### config.mk
export PLATFORM = sky130hd
export DESIGN_NAME = cau_back
export DESIGN_NICKNAME = d
export VERILOG_FILES = /design/src/hdl/cau_pkg.sv /design/src/hdl/cau_back.sv
export SDC_FILE = /design/constraint.sdc
export NUM_CORES = 1
export LEC_CHECK = 0
export BUFFER_PORTS_ARGS = -buffer_cell sky130_fd_sc_hd__buf_4
export CAP_MARGIN = 20
export CORE_AREA = 4 4 230 232
export DETAILED_ROUTE_END_ITERATION = 6
export DIE_AREA = 0 0 234 236
export PLACE_DENSITY = 0.4
export SKIP_CTS_REPAIR_TIMING = 1
export SYNTH_ARGS = -nofsm -noshare
export SYNTH_HDL_FRONTEND = slang
export SYNTH_SLANG_ARGS = --single-unit
### constraint.sdc
create_clock -name clk -period 0.8 [get_ports clk]
set_input_delay 0.04 -clock clk [delete_from_list [all_inputs] [get_ports clk]]
set_output_delay 0.04 -clock clk [all_outputs]
set_load 0.1 [all_outputs]
### src/hdl/cau_pkg.sv
package cau_pkg;

    localparam int DW   = 32;             // width of one operand part
    localparam int FB   = 16;             // fraction bits
    localparam int PW   = 2 * DW + 2;     // exact add/sub/mul result before saturation
    localparam int DENW = 2 * DW;         // sum of two squares
    localparam int NW   = 2 * DW + FB;    // scaled divide numerator magnitude

    localparam logic [2:0] OP_ADD = 3'd0;
    localparam logic [2:0] OP_SUB = 3'd1;
    localparam logic [2:0] OP_MUL = 3'd2;
    localparam logic [2:0] OP_DIV = 3'd3;
    localparam logic [2:0] OP_MOD = 3'd4;

    localparam logic signed [DW-1:0] RES_MAX = {1'b0, {(DW-1){1'b1}}};
    localparam logic signed [DW-1:0] RES_MIN = {1'b1, {(DW-1){1'b0}}};
    localparam logic signed [PW-1:0] PRE_MAX = {{(PW-DW+1){1'b0}}, {(DW-1){1'b1}}};
    localparam logic signed [PW-1:0] PRE_MIN = {{(PW-DW+1){1'b1}}, {(DW-1){1'b0}}};

    typedef struct packed {
        logic [2:0]             action;
        logic signed [DW-1:0]   a_re;
        logic signed [DW-1:0]   a_im;
        logic signed [DW-1:0]   b_re;
        logic signed [DW-1:0]   b_im;
    } req_t;

    typedef struct packed {
        logic signed [DW-1:0]   res_re;
        logic signed [DW-1:0]   res_im;
        logic                   div_zero;
        logic                   overflow;
    } res_t;

    // Data handed from cell to cell
    typedef struct packed {
        logic [2:0]             action;
        logic signed [PW-1:0]   pre_re;
        logic signed [PW-1:0]   pre_im;
        logic                   dz;
        logic                   nr_neg;
        logic                   ni_neg;
        logic                   qr_sat;
        logic                   qi_sat;
        logic                   sq_sat;
        logic [DENW-1:0]        den;
        logic [NW-1:0]          rem_r;
        logic [NW-1:0]          rem_i;
        logic [DW-1:0]          q_r;
        logic [DW-1:0]          q_i;
        logic [DENW-1:0]        srem;
        logic [DW-1:0]          sroot;
    } chain_t;

    typedef struct packed {
        logic signed [DW-1:0]   v;
        logic                   ov;
    } sat_t;

    function automatic sat_t sat_pre(input logic signed [PW-1:0] x);
        sat_t r;
        r.ov = 1'b1;
        if (x > PRE_MAX)
        begin
            r.v = RES_MAX;
        end
        else if (x < PRE_MIN)
        begin
            r.v = RES_MIN;
        end
        else
        begin
            r.v  = x[DW-1:0];
            r.ov = 1'b0;
        end
        return r;
    endfunction

    // Signed quotient from magnitude, sign and a too-large mark
    function automatic sat_t sat_quo(input logic [DW-1:0] q, input logic neg,
                                     input logic big);
        sat_t r;
        r.ov = 1'b0;
        if (neg)
        begin
            if (big || (q[DW-1] && (q[DW-2:0] != '0)))
            begin
                r.v  = RES_MIN;
                r.ov = 1'b1;
            end
            else
            begin
                r.v = ~q + 1'b1;
            end
        end
        else
        begin
            if (big || q[DW-1])
            begin
                r.v  = RES_MAX;
                r.ov = 1'b1;
            end
            else
            begin
                r.v = q;
            end
        end
        return r;
    endfunction

endpackage

### src/hdl/cau_back.sv
module cau_back
    import cau_pkg::*;
(
    input  logic    clk,
    input  logic    rst_n,
    input  logic    in_valid,
    input  chain_t  in_data,
    output logic    out_valid,
    output res_t    out_data
);

    logic   valid_reg;
    res_t   res_reg;
    res_t   res_next;
    sat_t   s_re, s_im;

    // select and saturate the final parts
    always_comb
    begin
        res_next = '0;
        s_re     = '0;
        s_im     = '0;
        case (in_data.action)
            OP_ADD, OP_SUB, OP_MUL:
            begin
                s_re = sat_pre(in_data.pre_re);
                s_im = sat_pre(in_data.pre_im);
                res_next.res_re   = s_re.v;
                res_next.res_im   = s_im.v;
                res_next.overflow = s_re.ov | s_im.ov;
            end
            OP_DIV:
            begin
                if (in_data.dz)
                begin
                    res_next.div_zero = 1'b1;
                end
                else
                begin
                    s_re = sat_quo(in_data.q_r, in_data.nr_neg, in_data.qr_sat);
                    s_im = sat_quo(in_data.q_i, in_data.ni_neg, in_data.qi_sat);
                    res_next.res_re   = s_re.v;
                    res_next.res_im   = s_im.v;
                    res_next.overflow = s_re.ov | s_im.ov;
                end
            end
            OP_MOD:
            begin
                res_next.res_re   = in_data.sq_sat ? RES_MAX : in_data.sroot;
                res_next.overflow = in_data.sq_sat;
            end
            default:
            begin
                res_next = '0;
            end
        endcase
    end

    always_ff @(posedge clk or negedge rst_n)
    begin
        if (!rst_n)
        begin
            valid_reg <= 1'b0;
        end
        else
        begin
            valid_reg <= in_valid;
        end
    end

    always_ff @(posedge clk)
    begin
        res_reg <= res_next;
    end

    assign out_valid = valid_reg;
    assign out_data  = res_reg;

    a_valid_follows: assert property (@(posedge clk) disable iff (!rst_n)
        valid_reg |-> $past(in_valid))
        else $error("result strobe without a request in the last cell");

    a_dz_clean: assert property (@(posedge clk) disable iff (!rst_n)
        (valid_reg && res_reg.div_zero) |->
        (res_reg.res_re == '0 && res_reg.res_im == '0 && !res_reg.overflow))
        else $error("divide by zero result not cleared");

    a_mod_im_zero: assert property (@(posedge clk) disable iff (!rst_n)
        (in_valid && in_data.action == OP_MOD) |=> (res_reg.res_im == '0 && !res_reg.div_zero))
        else $error("modulus result has imaginary part or div_zero");

endmodule

# Word-level counts from Yosys, hierarchy flattened
# Index checks and enable logic that the tools add are counted.
# word_totals
elab_cells	60
reg_bits	67
latchBits	0
ram_bits	0
mem_bits_ro	0
memories	0
inputBits	528
# op_classes
n_bitwise	4
n_mul	0
reduce_logical	10
muxes	31
addsub	2
order_cmp	4
div	0
n_shift	0
n_eq_ne	4
# ops
operator	n
$mux W32	9
$mux W33	6
$gt A66 B32 Y1 const B	2
$lt A66 B32 Y1 const B	2
$pmux W32 S3	1
$add A32 B1 Y32 const B	2
$mux W64	1
$not A32 Y32	2
$pmux W32 S2	1
$reduce_bool A31 Y1	2
$mux W1	12
$eq A3 B2 Y1 const B	2
$logic_or A1 B1 Y1	4
$eq A3 B1 Y1 const B	1
$eq A3 B3 Y1 const B	1
$logic_not A3 Y1	1
$pmux W1 S3	1
$reduce_or A3 Y1	1
$logic_and A1 B1 Y1	2
$or A1 B1 Y1	2

# Depth between registers and ports, before layout
# depth
ltp_word	10
ltp_mapped	9

# Worst setup path after synthesis
# No wires, ideal clock.
# synth_timing
path_type	input to register
startpoint	in in_data[129] (netlist name)
endpoint	reg res_reg, in the netlist out_data[58]
stages	9
required_time_ns	0.680
setup_slack_ns	-1.471
arrival_ns	2.152
setup_time_ns	0.120
cell_sequence	inv_1 -> ha_1 -> or4b_2 -> nor4_1 -> buf_2 -> nand4_1 -> a21oi_1 -> a31oi_1 -> a211o_1
# synth_rtl
element	line	source
from (decl)	cau_back.sv:7	input chain_t in_data,
to (signal assigned)	cau_back.sv:73	res_reg <= res_next;
to (decl)	cau_back.sv:13	res_t res_reg;

==> flow_summary_export.csv <==
group,metric,value,unit
die,dieArea,0.0552,mm2
die,fp-row-count,83,
clock_tree,cts.sinks,67,
setup_path,critical_path_class,"in2reg",
setup_path,end_kind,"flop",
timing,fmax,479,MHz
power,p_leak,0.00508,uW
timing,period_share,2.61,
route,drtPass1Iterations,5,
layout,nFillCells,5573,
timing,slew_headroom,0.665,
setup_path,crit_required,1.08,ns
layout,antenna_cells,0,
setup_path,crit_path_frequent_cell,"buf_6",
clock_tree,clock_path_buffers,2,
power,internal_power,10300,uW
route,vias,7982,
setup_path,crit_path_end,"out_data[49]",
layout,final_util,0.243,
die,fp.dieW,234,um
placed_design,dp.cells,1853,
route,drt_iter0_drc,368,
power,ir_drop,0.000979,V
placed_design,io_buffers,306,
clock_tree,cts_max_level,3,
clock_tree,clk_pin_slew,0.07,ns
timing,post-route-worst-setup-slack,-1.29,ns
global_route,antenna_found_initial,7,
global_route,grt_pass1_vias,7801,
yosys,synth_flop_cell,"dfxtp_1",
route,drt_wl_total,36600,um
setup_path,crit_path_top_delay_cell,"or4b_4",
power,p_sw_frac,0.368,
hold_path,min_path_type,"in2reg",
layout,seq_area,0.00144,mm2
setup_path,arrival,2.37,ns
setup_path,start_kind,"input pin",
route,antenna_left,0,
clock_tree,cts_tree,"built",
setup_path,worstPathMaxFanout,6,
power,power_switching,5990,uW
layout,fin_nets,1794,
yosys,synth_area,0.00494,mm2
die,coreArea,0.0510,mm2
hold_path,min_from,"in_data[478]",
setup_path,path_cells,"buf_6 > or4_4 > or3_4 > or4b_4 > buf_6 > a21oi_4 > buf_6 > buf_6 > o211ai_1 > o211ai_1",
yosys,syn_nets,1210,
timing,worst_slew_pin_slew,0.502,ns
setup_path,cpPeakStageDelay,0.55,ns
power,seq_power_share,0.246,
placed_design,place_hpwl,30500,um
run_status,run_status,"complete, but fails checks",
yosys,ys_seq_elements,67,
die,top_level_ports,595,
layout,drive_above_1_share,0.565,
timing,post-route-min-period,2.09,ns
setup_path,critPathLaunch,"in_data[150]",
yosys,ys_seq_area_frac,0.273,
run_status,violations,"negative hold slack, negative setup slack",
yosys,ys_warn_count,0,
yosys,synthArstFlopShare,0.0149,
route,post-route-drc-count,0,
timing,finalHoldViolations,11,
global_route,grt_pass1_wl,50600,um
layout,instances_no_fill,1949,
timing,hold_ws,-0.0861,ns
yosys,avgSynthCellArea,7.26,um2
power,p_total,16300,uW
timing,drv_slew,0,
yosys,ys_types,68,
die,fp.dieH,236,um
placed_design,gp_congestion,0.843,
layout,multiInputGateArea,0.00380,mm2
global_route,grt_usage,0.123,
timing,setup_tns,-74.17,ns
layout,area_growth,151,%
route,wire_per_inst,18.8,um
clock_tree,cts_made_buffers,9,
flow_run,maxCapViolCount,0,
global_route,overflow,0,
timing,rsz0062_at_grt,"true",
timing,setup_viol,132,
die,start_util,0.0968,
global_route,grt_max_degree,28,
power,powerDensity,1320,mW/mm2
clock_tree,ctsRootBufferMaster,"clkbuf_16",
power,p_clk_frac,0.318,
yosys,synth_edf_count,0,
route,viasPerCell,4.10,
power,power_frac_comb,0.436,
yosys,syn_inst,680,
-- routing by layer --
layer	up-vias	share of wire	global-route usage
met5	-	0.0024	0
met4	12	0.013	0.0209
met3	37	0.094	0.0502
met2	339	0.47	0.204
met1	3728	0.42	0.150
li1	3866	-	-
-- critical path, delay by kind of cell --
family | cells | cell delay [ns]
buf+inv | 4 | 0.48
simple gates | 3 | 1.49
compound gates | 3 | 0.34
-- worst min-delay path by stage --
stage | end | slack (ns) | depth (start not counted)
finish | out_data[56] | -0.09 | 3
global route | out_data[56] | -0.09 | 3
CTS | out_valid | -0.58 | 1
detailed placement | out_valid | -0.18 | 1
global placement | out_valid | -0.18 | 1
floorplan | out_valid | -0.26 | 0
-- layout by cell type, fill, tap and decap left out, types with 6 or more instances in the layout --
master	n
o22ai_1	10
a31oi_1	17
clkbuf_16	10
nor4_1	18
buf_12	75
nand2_1	53
nand3_1	34
o21a_1	6
nor2_1	39
buf_4	460
dfxtp_2	62
nand4_1	35
nor3_1	14
dlygate4sd3_1	63
o21ai_1	17
buf_6	20
o21ai_0	59
inv_1	7
a221o_1	16
nand2b_1	6
a21oi_1	59
o211ai_1	19
-- through the flow --
stage	instance area, um2	setup slack [ns]
global placement	9950	-1.74
detailed placement	9950	-1.75
floorplan	5140	-1.36
CTS	10300	-1.39
finish	12400	-1.29
global route	12400	-1.32
-- Yosys cell counts, drive strengths merged, types with 17 or more instances --
library cell,n,share of area
nor4,28,0.040
clkbuf,39,0.030
a21oi,65,0.067
nor3,17,0.018
nand3,39,0.040
nand2,53,0.040
nor2,40,0.030
a31oi,20,0.027
dfxtp,66,0.27
o21ai,81,0.082
o211ai,20,0.031
nand4,35,0.044
-- power groups by stage --
stage               Sequential (uW)  Clock (uW)  Combinational, uW
detailed placement             3900           0               5960
finish                         4000        5180               7090
global placement               3920           0               5950
floorplan                      6040           0                946
CTS                            3840        5390               5970
global route                   4030        5500               7460
-- area by class of cell --
cell class	count	share of cell area
Clock buffer	10	0.0193
Clock inverter	6	0.0110
Inverter	11	0.00617
Multi-Input combinational cell	556	0.307
Sequential cell	67	0.116
Tap cell	680	0.0687
Timing Repair Buffer	619	0.472
-- sequential cells by signal (all words and copies together) (netlist names) --
register   count
out_valid      1
out_data      66
-- cells by family after synthesis --
family          after synthesis  share of synthesized area
compound gates              276                      0.361
xor+xnor                      8                     0.0142
fa+ha+maj                     2                    0.00507
buf+inv                      57                     0.0469
flops                        67                      0.273
mux                           1                    0.00203
simple gates                269                      0.298
Note: power is estimated with default switching activity, not from simulation.
