`config.mk`:
```
export PLATFORM = sky130hd
export DESIGN_NAME = cau_cell
export DESIGN_NICKNAME = d
export VERILOG_FILES = /design/src/hdl/cau_pkg.sv /design/src/hdl/cau_cell.sv
export SDC_FILE = /design/constraint.sdc
export NUM_CORES = 1
export LEC_CHECK = 0
export BUFFER_PORTS_ARGS = -buffer_cell sky130_fd_sc_hd__buf_2
export CORE_AREA = 3 3 413 415
export DETAILED_ROUTE_END_ITERATION = 8
export DIE_AREA = 0 0 416 418
export HOLD_SLACK_MARGIN = 0.1
export PLACE_DENSITY_LB_ADDON = 0.08
export SETUP_SLACK_MARGIN = 0.02
export SLEW_MARGIN = 25
export SYNTH_ARGS = -nofsm -noshare
export SYNTH_HDL_FRONTEND = slang
export SYNTH_SLANG_ARGS = --single-unit
```
`constraint.sdc`:
```
create_clock -name clk -period 0.8 [get_ports clk]
set_input_delay 0.16 -clock clk [delete_from_list [all_inputs] [get_ports clk]]
set_output_delay 0.16 -clock clk [all_outputs]
set_load 0.1 [all_outputs]
```
`src/hdl/cau_pkg.sv`:
```
package cau_pkg;

    localparam int DW   = 32;             // width of one operand part
    localparam int FB   = 16;             // fraction bits
    localparam int PW   = 2 * DW + 2;     // exact add/sub/mul result before saturation
    localparam int DENW = 2 * DW;         // sum of two squares
    localparam int NW   = 2 * DW + FB;    // scaled divide numerator magnitude

    localparam logic [2:0] OP_ADD = 3'd0;
    localparam logic [2:0] OP_SUB = 3'd1;
    localparam logic [2:0] OP_MUL = 3'd2;
    localparam logic [2:0] OP_DIV = 3'd3;
    localparam logic [2:0] OP_MOD = 3'd4;

    localparam logic signed [DW-1:0] RES_MAX = {1'b0, {(DW-1){1'b1}}};
    localparam logic signed [DW-1:0] RES_MIN = {1'b1, {(DW-1){1'b0}}};
    localparam logic signed [PW-1:0] PRE_MAX = {{(PW-DW+1){1'b0}}, {(DW-1){1'b1}}};
    localparam logic signed [PW-1:0] PRE_MIN = {{(PW-DW+1){1'b1}}, {(DW-1){1'b0}}};

    typedef struct packed {
        logic [2:0]             action;
        logic signed [DW-1:0]   a_re;
        logic signed [DW-1:0]   a_im;
        logic signed [DW-1:0]   b_re;
        logic signed [DW-1:0]   b_im;
    } req_t;

    typedef struct packed {
        logic signed [DW-1:0]   res_re;
        logic signed [DW-1:0]   res_im;
        logic                   div_zero;
        logic                   overflow;
    } res_t;

    // Data handed from cell to cell
    typedef struct packed {
        logic [2:0]             action;
        logic signed [PW-1:0]   pre_re;
        logic signed [PW-1:0]   pre_im;
        logic                   dz;
        logic                   nr_neg;
        logic                   ni_neg;
        logic                   qr_sat;
        logic                   qi_sat;
        logic                   sq_sat;
        logic [DENW-1:0]        den;
        logic [NW-1:0]          rem_r;
        logic [NW-1:0]          rem_i;
        logic [DW-1:0]          q_r;
        logic [DW-1:0]          q_i;
        logic [DENW-1:0]        srem;
        logic [DW-1:0]          sroot;
    } chain_t;

    typedef struct packed {
        logic signed [DW-1:0]   v;
        logic                   ov;
    } sat_t;

    function automatic sat_t sat_pre(input logic signed [PW-1:0] x);
        sat_t r;
        r.ov = 1'b1;
        if (x > PRE_MAX)
        begin
            r.v = RES_MAX;
        end
        else if (x < PRE_MIN)
        begin
            r.v = RES_MIN;
        end
        else
        begin
            r.v  = x[DW-1:0];
            r.ov = 1'b0;
        end
        return r;
    endfunction

    // Signed quotient from magnitude, sign and a too-large mark
    function automatic sat_t sat_quo(input logic [DW-1:0] q, input logic neg,
                                     input logic big);
        sat_t r;
        r.ov = 1'b0;
        if (neg)
        begin
            if (big || (q[DW-1] && (q[DW-2:0] != '0)))
            begin
                r.v  = RES_MIN;
                r.ov = 1'b1;
            end
            else
            begin
                r.v = ~q + 1'b1;
            end
        end
        else
        begin
            if (big || q[DW-1])
            begin
                r.v  = RES_MAX;
                r.ov = 1'b1;
            end
            else
            begin
                r.v = q;
            end
        end
        return r;
    endfunction

endpackage

```
`src/hdl/cau_cell.sv`:
```
module cau_cell
    import cau_pkg::*;
#(
    parameter int K = 0
)
(
    input  logic    clk,
    input  logic    rst_n,
    input  logic    in_valid,
    input  chain_t  in_data,
    output logic    out_valid,
    output chain_t  out_data
);

    logic           valid_reg;
    chain_t         data_reg;
    chain_t         data_next;
    logic           ge_r, ge_i, ge_s;
    logic [DENW-1:0] trial;

    // one quotient bit for each divider and one root bit
    always_comb
    begin
        data_next = in_data;
        ge_r  = (in_data.rem_r >> K) >= NW'(in_data.den);
        ge_i  = (in_data.rem_i >> K) >= NW'(in_data.den);
        trial = (DENW'(in_data.sroot) << (K + 1)) + (DENW'(1) << (2 * K));
        ge_s  = in_data.srem >= trial;
        if (ge_r)
        begin
            data_next.rem_r  = in_data.rem_r - (NW'(in_data.den) << K);
            data_next.q_r[K] = 1'b1;
        end
        if (ge_i)
        begin
            data_next.rem_i  = in_data.rem_i - (NW'(in_data.den) << K);
            data_next.q_i[K] = 1'b1;
        end
        if (ge_s)
        begin
            data_next.srem     = in_data.srem - trial;
            data_next.sroot[K] = 1'b1;
        end
    end

    always_ff @(posedge clk or negedge rst_n)
    begin
        if (!rst_n)
        begin
            valid_reg <= 1'b0;
        end
        else
        begin
            valid_reg <= in_valid;
        end
    end

    always_ff @(posedge clk)
    begin
        data_reg <= data_next;
    end

    assign out_valid = valid_reg;
    assign out_data  = data_reg;

endmodule

```
### Yosys cells after proc, flatten, opt, wreduce, memory -nomap -nowiden

Cells that the tools add are included.

| cells by class | value |
|---|---|
| $add $sub $neg | 4 |
| order comparisons | 3 |
| muxes and demuxes | 3 |

Operators by type and width:

| operator | number |
|---|---|
| 80-bit by 64-bit >= comparator with 1-bit output | 2 |
| 80-bit 2-to-1 mux | 2 |
| 80-bit by 64-bit subtractor with 80-bit output | 2 |
| 64-bit by 34-bit >= comparator with 1-bit output | 1 |
| 64-bit 2-to-1 mux | 1 |
| 64-bit by 34-bit subtractor with 64-bit output | 1 |
| 33-bit by 1-bit adder with 34-bit output (second input constant) | 1 |

| storage, ports and cells | value |
|---|---|
| flip-flop bits (word level) | 526 |
| input bits | 528 |

### Depth between registers and ports, before layout

Gate-level depths: netlist of the first run.

| depth | value |
|---|---|
| depth in word-level cells | 3 |
| depth in mapped cells | 16 |

### Worst setup path before layout of the first run

Ideal clock, no wire load.

| path | value |
|---|---|
| kind | input to register |
| from | in in_data[354] (netlist bit) |
| to | reg data_reg, in the netlist out_data[309] |
| library setup time | 0.072 ns |
| arrival | 2.891 ns |
| data required time | 0.728 ns |
| setup slack | -2.163 ns |
| stages | 13 |
| path buffers | 1 |
| path through | inv_1 -> ha_1 -> buf_2 -> and3_1 -> nand4_1 -> or4_4 -> nor4_1 -> a211oi_1 -> o21a_1 -> o31a_1 -> or4_4 -> a2111oi_4 -> xor2_1 |

RTL lines:

| what | line | text |
|---|---|---|
| from (decl) | cau_cell.sv:10 | `input chain_t in_data,` |
| to (signal assigned) | cau_cell.sv:60 | `data_reg <= data_next;` |
| to (decl) | cau_cell.sv:16 | `chain_t data_reg;` |

==> impl_metrics.yaml, run 1 <==
status:
  outcome: "finished, violations left"
  failed_checks: "hold timing, setup timing"
timing:
  rsz0062_at_grt: "true"
  tightest_slew_ns: 0.630
  hold_violations: 43
  fin_ws_ns: -1.73
  post-route-period-util_pct: 316
  slew_headroom_pct: 57.6
  period_minus_slack_ns: 2.53
  maxSlewViolCount: 0
  setup-violations-final: 888
  fmax_mhz: 396
  whs_ns: -0.418
setup_path:
  critPathLaunchType: "primary input"
  criticalPathCategory: "primary input to flip-flop"
  cp_cell_sequence: "buf_8 > clkinvlp_4 > ha_4 > and3_4 > and2_4 > a221oi_2 > buf_4 > nor4_4 > nor3_2 > buf_4 > a2bb2oi_2 > o31ai_2 > or4_4 > buf_6 > nor3_4 > xor2_1"
  cp_max_fo: 3
  crit_slowest_cell: "or4_4"
  crit_top_cell: "buf_4"
  crit_path_end_kind: "flip-flop"
  required_ns: 1.40
  arrival_ns: 3.13
  cpPeakStageDelay_ns: 0.61
  cp.buffers_inverters: 5
  critPathTopFamily: "simple AND/OR/NAND/NOR gates"
die:
  core_region_area_um2: 167000
  chipHeight_um: 418
  die_area_um2: 174000
  num_io_pins: 1054
  die_w_um: 416
  rows: 150
  start_util_pct: 14.6
final_layout:
  area_growth_pct: 168
  drive_above_1_share_pct: 60.4
  post-route-util_pct: 39.2
  final_nets: 6278
  num-fill-cells: 16500
  stdcell_area_um2: 65400
yosys:
  ys_top_cells_by_area: "dfxtp_1 (43%), ha_1 (8.3%), a21oi_1 (5.6%)"
  synth_edf_count: 0
  synth_top_area_share_pct: 43.1
  synth.avg_cell_area_um2: 8.79
  synthMuxAreaShare_pct: 0.816
  synth-adder-area-share_pct: 8.51
  synthCells: 2771
  synth_top_cell_by_area: "dfxtp_1"
  synth-simple-area-share_pct: 16.5
  synth_top_family_by_area: "compound AO/OA/AOI/OAI gates"
  ys_top_cells_by_count: "dfxtp_1 (525), a21oi_1 (274), nand2_1 (236), nor2_1 (215), o21ai_0 (179)"
  synth_seq_cells: 526
  synthArstFlopShare_pct: 0.190
  synth_compound_gate_area_share_pct: 19.2
  yosysSeqAreaShare_pct: 43.2
  yosys_warnings: 0
  synth_xor_xnor_area_share_pct: 7.37
  syn_area_um2: 24400
  synth_flop_cell: "dfxtp_1"
  postSynthNetCount: 3463
  synth.most_common_cell: "dfxtp_1"
  ys_types: 79
grt:
  grt_pass1_vias: 32900
  grt_max_degree: 34
  grt_first_pass_wirelength_um: 229000
  antenna_found_initial: 52
  grt-ovfl-total: 0
  track_usage_pct: 18.0
hold_path:
  hold_start: "in_data[357]"
  min_to: "out_data[357]$_DFF_P_"
  holdPathStages: 1
  hp-class: "primary input to flip-flop"
place:
  place.detailed.hpwl_um: 130000
  portBuffers: 1053
  place.gp.congestion: 0.857
  place_ws_ns: -2.84
  placed_cell_area_um2: 50400
detailed_routing:
  drt_first_pass_iters: 5
  ant_nets: 0
  vias: 31100
  drt-initial-drc-count: 1037
  routed_via_density: 3.96
  routed_wl_um: 162000
  drc: 0
  wire_per_inst_um: 20.6
clock_tree:
  clock-sinks: 526
  path_clk_slew_ns: 0.06
  cts_max_path_buffers: 3
  h-tree-depth: 3
  cts_root_buf: "clkbuf_16"
  cts_buffers: 73
  cts_tree: "built"
power:
  ir_worst_vdd_mv: 1.43
  power.density_nw_per_um2: 1920
  p_leak_uw: 0.0285
job:
  drv_cap: 0
-- cell type report --
cell class | count | area, um^2 | share of cell area, %
flip-flops and latches | 526 | 12500 | 19.1
multi-input cells | 1976 | 17000 | 26.0
inverters | 144 | 684 | 1.05
diodes | 20 | 50.0 | 0.0765
repair buffers | 2865 | 30000 | 45.9
clock inverters | 44 | 529 | 0.809
well taps | 2204 | 2760 | 4.21
clock buffers | 84 | 1890 | 2.89
-- sequential cells by signal (all words and copies together) (netlist names) --
register   flops
out_data     525
out_valid      1
-- how the worst max path moves through the flow --
stage                 start                    end  slack (ns)  cells past startpoint
4_1_cts        in_data[357]  out_data[317]$_DFF_P_       -1.62                     11
6_report       in_data[357]  out_data[308]$_DFF_P_       -1.73                     16
3_3_place_gp   in_data[334]  out_data[301]$_DFF_P_       -2.86                     17
2_1_floorplan  in_data[359]  out_data[309]$_DFF_P_       -2.06                     13
3_5_place_dp   in_data[334]  out_data[315]$_DFF_P_       -2.84                     15
5_1_grt        in_data[357]  out_data[317]$_DFF_P_       -1.76                     13
-- cells by family (layout without fill, tap and decap cells) --
logic type	Yosys count	count (layout)
AO/OA/AOI/OAI	757	757
XOR/XNOR	205	205
multiplexers	18	18
AND/OR/NAND/NOR	832	832
flip-flops	526	526
buffers and inverters	269	3137
adder cells (fa/ha/maj)	164	164
other	0	20
-- cells in the final DEF (no fill, tap or decap), types with 18 or more instances in the layout --
cell type / instances
o21bai_1: 38
xnor2_2: 19
a21oi_1: 191
nor2_4: 40
buf_16: 19
nand4_1: 73
buf_2: 492
xnor2_1: 88
buf_12: 556
nand2_2: 38
inv_2: 24
o21ai_2: 45
buf_8: 25
nand2_4: 31
nor2b_1: 20
o21ai_0: 65
dlygate4sd3_1: 727
o21ai_1: 59
clkbuf_16: 75
nor2_1: 169
dfxtp_4: 523
inv_1: 91
buf_6: 101
nor3_1: 44
diode_2: 20
buf_4: 943
nand2b_1: 21
nand3_1: 43
nand2_1: 167
ha_4: 81
a21oi_2: 65
ha_1: 76
xor2_1: 91
a21oi_4: 18
a21o_1: 87
-- power breakdown --
| part | total, uW | switching [uW] | internal, uW |
|---|---|---|---|
| Clock | 33900 | 13900 | 20000 |
| Sequential | 32100 | 2530 | 29500 |
| Combinational | 59400 | 34700 | 24600 |
| Total | 125000 | 51200 | 74100 |
-- per-layer routing --
metal | track usage (%) | vias up | part of all wire [%]
met5 | 0 | - | 0.046
met4 | 8.72 | 12 | 4.7
met3 | 3.79 | 248 | 4.7
met2 | 32.7 | 780 | 52
met1 | 19.7 | 14600 | 39
li1 | - | 15500 | -
-- per-stage QoR --
step	power (uW)	cells	TNS, ns
5_1_grt	131000	7858	-674.50
4_1_cts	127000	7740	-668.04
2_1_floorplan	61400	2771	-384.71
3_3_place_gp	86700	6842	-537.47
3_5_place_dp	86500	6842	-536.27
6_report	125000	7863	-626.11
-- what timing repair did --
| item | CTS | global route |
|---|---|---|
| gates resized for setup | 695 | 150 |
| pin swaps | 252 | 109 |
| cloned | 18 | 1 |
| buffers inserted | 98 | 50 |
| endpoints found under the hold margin | 527 | 120 |
| setup endpoints to repair | 753 | 832 |
| hold buffers | 661 | 69 |
Note: power is estimated with default switching activity, not from simulation.
==> inputs of run 2 (changes only) <==
--- a/config.mk
+++ b/config.mk
@@ -11,6 +11,7 @@
 export DIE_AREA = 0 0 416 418
 export HOLD_SLACK_MARGIN = 0.1
 export PLACE_DENSITY_LB_ADDON = 0.08
+export RECOVER_POWER = 25
 export SETUP_SLACK_MARGIN = 0.02
 export SLEW_MARGIN = 25
 export SYNTH_ARGS = -nofsm -noshare
==> run 2 against run 1 <==
The flow still finishes with violations (hold timing, setup timing). Clock-buffer cell count is the same. Sequential power is essentially flat. Critical path depth shrank 3. Wire length is essentially flat. Sequential share of layout area is essentially flat. Combinational power is essentially flat. Final area is essentially flat. First-iteration DRC count grew 3.4%.
==> impl_metrics.yaml, run 2 (same netlist as run 1, synthesis figures left out) <==
status:
  outcome: "finished, violations left"
  failed_checks: "hold timing, setup timing"
timing:
  slew_headroom_pct: 57.6
  rsz0062_at_grt: "true"
  fin_ws_ns: -1.71
  setup-violations-final: 878
  hold_violations: 43
  whs_ns: -0.418
  tns_ns: -627.26
  maxSlewViolCount: 0
  period_minus_slack_ns: 2.51
  fmax_mhz: 398
  post-route-period-util_pct: 314
  tightest_slew_ns: 0.630
setup_path:
  crit_slowest_cell: "or4_4"
  crit_path_end_kind: "flip-flop"
  arrival_ns: 3.09
  critPathLaunchType: "primary input"
  critPathTopFamily: "buffers and inverters"
  crit_top_cell: "buf_12"
  cp_max_fo: 7
  required_ns: 1.37
  cp_cell_sequence: "buf_8 > clkinvlp_4 > ha_4 > and3_4 > nand4_1 > or4_4 > buf_6 > o31a_4 > buf_4 > buf_12 > buf_12 > buf_16 > o41ai_4"
  cpPeakStageDelay_ns: 0.51
  criticalPathCategory: "primary input to flip-flop"
  cp.buffers_inverters: 7
  critical_path_depth: 13
detailed_routing:
  top_layer: "met5"
  routed-wl-met3_um: 7490
  drt_first_pass_iters: 5
  wire_per_inst_um: 20.6
  met2_length_um: 84200
  drt-initial-drc-count: 1072
  vias: 31100
  routed_via_density: 3.96
  drc: 0
  routed_wl_um: 162000
  ant_nets: 0
  wl_met1_um: 62700
grt:
  grt-ovfl-total: 0
  antenna_found_initial: 52
  grt_first_pass_wirelength_um: 229000
  track_usage_pct: 18.0
  grt_pass1_vias: 32900
  grt_max_degree: 34
power:
  power.density_nw_per_um2: 1920
  p_leak_uw: 0.0284
  clkPwrFrac_pct: 27.1
  ir_worst_vdd_mv: 1.43
  switching_share_pct: 40.9
  seqPwrFrac_pct: 25.6
  p_comb_share_pct: 47.4
  p_int_uw: 74100
  p_sw_uw: 51200
final_layout:
  area_growth_pct: 168
  drive_above_1_share_pct: 60.0
  final_common_cell: "buf_4"
  final_cell_mix: "buf_4 (938), dlygate4sd3_1 (727), buf_12 (556)"
  post-route-util_pct: 39.2
  stdcell_area_um2: 65400
  final_nets: 6278
  largest_reg_flops: 525
  num-fill-cells: 16500
die:
  chipHeight_um: 418
  die_area_um2: 174000
  num_io_pins: 1054
  die_w_um: 416
  rows: 150
  start_util_pct: 14.6
  core_region_area_um2: 167000
clock_tree:
  cts_root_buf: "clkbuf_16"
  h-tree-depth: 3
  path_clk_slew_ns: 0.06
  cts_buffers: 73
  cts_tree: "built"
  clock-sinks: 526
  cts_max_path_buffers: 3
place:
  place.gp.congestion: 0.857
  placed_cell_area_um2: 50400
  place_ws_ns: -2.84
  place.detailed.hpwl_um: 130000
  portBuffers: 1053
hold_path:
  hp-class: "primary input to flip-flop"
  holdPathStages: 1
job:
  drv_cap: 0
[run 2: cell count changes in the layout (fill, tap and decap cells not counted), sizes merged]
| cell | before | now |
|---|---|---|
| buf | 2136 | 2110 |
| clkbuf | 86 | 112 |
[run 2: routing by layer]
layer  GRT usage, %  vias up
li1               -    15500
met4           8.72       12
met1           19.7    14600
met5              0        -
met2           32.7      778
met3           3.79      251
[run 2: final cells by class]
cell class	count	area (um^2)	area share [%]
Timing Repair Buffer	2865	30000	45.8
Multi-Input combinational cell	1976	17000	26.0
Sequential cell	526	12500	19.1
Tap cell	2204	2760	4.22
Clock buffer	84	1890	2.89
Inverter	144	684	1.05
Clock inverter	44	529	0.809
Antenna cell	20	50.0	0.0765
[run 2: repair_timing]
item	in CTS	in global routing
setup endpoints to repair	753	832
setup buffers	98	50
gates cloned	18	1
gates resized for setup	695	150
hold buffers	661	69
hold endpoints to repair	527	120
pin swaps	252	109
[run 2: worst paths after layout]
check                              from                    end
worst max-delay path       in_data[357]  out_data[247]$_DFF_P_
worst min-delay path       in_data[357]  out_data[357]$_DFF_P_
max in group asynchronous         rst_n    out_valid$_DFF_PN0_
min in group asynchronous         rst_n    out_valid$_DFF_PN0_
[run 2: stage by stage]
| step | total power, uW | cells |
|---|---|---|
| 6_report | 125000 | 7863 |
| 4_1_cts | 127000 | 7740 |
| 5_1_grt | 131000 | 7858 |
| 2_1_floorplan | 61400 | 2771 |
| 3_5_place_dp | 86500 | 6842 |
| 3_3_place_gp | 86700 | 6842 |
[run 2: power groups by stage]
stage / clock network [uW] / logic (uW) / registers [uW]
2_1_floorplan: 0 / 9290 / 52200
3_3_place_gp: 0 / 54000 / 32700
3_5_place_dp: 0 / 53900 / 32700
4_1_cts: 35700 / 59000 / 32100
5_1_grt: 36500 / 61800 / 32400
6_report: 33900 / 59300 / 32100
==> inputs of run 3 (changes only) <==
--- a/config.mk
+++ b/config.mk
@@ -12,8 +12,8 @@
 export HOLD_SLACK_MARGIN = 0.1
 export PLACE_DENSITY_LB_ADDON = 0.08
 export RECOVER_POWER = 25
-export SETUP_SLACK_MARGIN = 0.02
-export SLEW_MARGIN = 25
+export SETUP_SLACK_MARGIN = 0.4
+export SLEW_MARGIN = 20
 export SYNTH_ARGS = -nofsm -noshare
 export SYNTH_HDL_FRONTEND = slang
 export SYNTH_SLANG_ARGS = --single-unit
==> run 3 against run 2 <==
The flow still finishes with violations (hold timing, setup timing). Cell count down 4.6%. Critical path depth rose by 1. Power down 0.68%. Worst hold slack got worse by 0.0019 ns. Sequential power hardly changed. Sequential share of layout area grew 0.83 points. Setup slack lost 0.0057 ns. Flip-flop and latch count is the same. Clock-buffer cell count did not move. Via count fell by 4.6%.
==> impl_metrics.yaml, run 3 (same netlist as run 1, synthesis figures left out) <==
grt:
  grt-ovfl-total: 0
  grt_pass1_vias: 31200
  grt_first_pass_wirelength_um: 221000
  track_usage_pct: 17.4
  antenna_found_initial: 53
  grt_busiest_layer: "met2"
  use_met3_pct: 3.41
  grt_max_degree: 34
  use_met1_pct: 19.5
  grt_util_met2_pct: 32.1
timing:
  fmax_mhz: 397
  maxSlewViolCount: 0
  setup-violations-final: 753
  period_minus_slack_ns: 2.52
  post-route-period-util_pct: 315
  hold_violations: 173
  slew_headroom_pct: 54.0
  rsz0062_at_grt: "true"
  whs_ns: -0.419
  tightest_slew_ns: 0.687
  fin_ws_ns: -1.72
power:
  p_sw_uw: 51200
  clkPwrFrac_pct: 27.2
  p_comb_share_pct: 47.0
  p_leak_uw: 0.0273
  total_power_uw: 124000
  seqPwrFrac_pct: 25.8
  power.density_nw_per_um2: 1990
  switching_share_pct: 41.1
  ir_worst_vdd_mv: 1.39
  p_int_uw: 73300
final_layout:
  largest_reg_flops: 525
  final_cell_mix: "buf_4 (941), buf_12 (555), dfxtp_4 (523)"
  final_nets: 5924
  post-route-util_pct: 37.5
  final_common_cell: "buf_4"
  stdcell_area_um2: 62700
  drive_above_1_share_pct: 66.7
  area_growth_pct: 157
hold_path:
  holdPathStages: 1
  hold_start: "in_data[357]"
  hp-class: "primary input to flip-flop"
  min_to: "out_data[357]$_DFF_P_"
detailed_routing:
  routed_via_density: 3.96
  vias: 29700
  routed_wl_um: 159000
  drt-initial-drc-count: 957
  drt_first_pass_iters: 5
  drc: 0
  wire_per_inst_um: 21.1
  ant_nets: 0
die:
  rows: 150
  die_w_um: 416
  num_io_pins: 1054
  die_area_um2: 174000
  start_util_pct: 14.6
  chipHeight_um: 418
  core_region_area_um2: 167000
setup_path:
  critical_path_depth: 14
  required_ns: 1.41
  cp_max_fo: 6
  crit_path_end_kind: "flip-flop"
  cp.buffers_inverters: 3
  critPathTopFamily: "simple AND/OR/NAND/NOR gates"
  cpPeakStageDelay_ns: 0.56
  arrival_ns: 3.13
  crit_top_cell: "or4_4"
  critPathLaunchType: "primary input"
  crit_slowest_cell: "or4_4"
  cp_cell_sequence: "buf_8 > clkinvlp_4 > ha_4 > and3_4 > nand4_1 > or4_4 > nor4_4 > a211oi_2 > o21a_4 > o31a_4 > or4_4 > buf_6 > nor3_4 > xor2_1"
  criticalPathCategory: "primary input to flip-flop"
clock_tree:
  cts_buffers: 73
  cts_root_buf: "clkbuf_16"
  path_clk_slew_ns: 0.06
  h-tree-depth: 3
  cts_tree: "built"
  clock-sinks: 526
  cts_max_path_buffers: 3
place:
  placed_cell_area_um2: 50400
  place.detailed.hpwl_um: 130000
  portBuffers: 1053
  place.gp.congestion: 0.857
status:
  failed_checks: "hold timing, setup timing"
  outcome: "finished, violations left"
job:
  drv_cap: 0
run 3: cell count changes in the layout (fill, tap and decap cells not counted), moves of 10 or more:
| cell | before | now |
|---|---|---|
| dlygate4sd3_1 | 727 | 353 |
| a21oi_1 | 191 | 155 |
| a21oi_2 | 65 | 99 |
| nor2_1 | 169 | 135 |
| nor2_4 | 40 | 71 |
| buf_2 | 471 | 488 |
| clkbuf_1 | 33 | 20 |
| buf_6 | 101 | 112 |
| nand2_4 | 31 | 41 |
run 3: cell type report:
| cell class | instances | area [um^2] |
|---|---|---|
| fill | 16700 | 104000 |
| timing repair buffer | 2511 | 26500 |
| multi-input combinational | 1976 | 17700 |
| sequential | 526 | 12500 |
| tap | 2204 | 2760 |
| clock buffer | 84 | 1890 |
| inverter | 144 | 684 |
| clock inverter | 44 | 529 |
| antenna | 16 | 40.0 |
run 3: metrics by stage:
stage | setup TNS, ns | instances | setup slack (ns)
detailed placement | -536.27 | 6842 | -2.84
finish | -625.73 | 7505 | -1.72
global placement | -537.47 | 6842 | -2.86
global route | -675.46 | 7502 | -1.77
floorplan | -384.71 | 2771 | -2.06
CTS | -661.35 | 7401 | -1.60
run 3: how the worst max path moves through the flow:
stage / from / endpoint / slack [ns]
floorplan: in_data[359] / out_data[309]$_DFF_P_ / -2.06
global placement: in_data[334] / out_data[301]$_DFF_P_ / -2.86
detailed placement: in_data[334] / out_data[315]$_DFF_P_ / -2.84
CTS: in_data[357] / out_data[308]$_DFF_P_ / -1.60
global route: in_data[357] / out_data[317]$_DFF_P_ / -1.77
finish: in_data[357] / out_data[308]$_DFF_P_ / -1.72
run 3: what timing repair did:
item                       CTS  global route
setup endpoints to repair  753           754
gates cloned                17             8
pin swaps                  222           166
hold buffers               325            30
resized for setup          635           386
hold endpoints to repair   527           291
buffers inserted            89            52
run 3: power by group through the flow:
stage	registers [uW]	clock network, uW	logic, uW
2_1_floorplan	52200	0	9290
3_3_place_gp	32700	0	54000
3_5_place_dp	32700	0	53900
4_1_cts	32200	35700	57500
5_1_grt	32400	36500	60900
6_report	32100	33800	58600
run 3: layer usage:
metal,part of all wire [%],up-vias
met5,0.050,-
met4,3.7,12
met3,4.4,227
met2,53,746
met1,39,14000
li1,-,14700
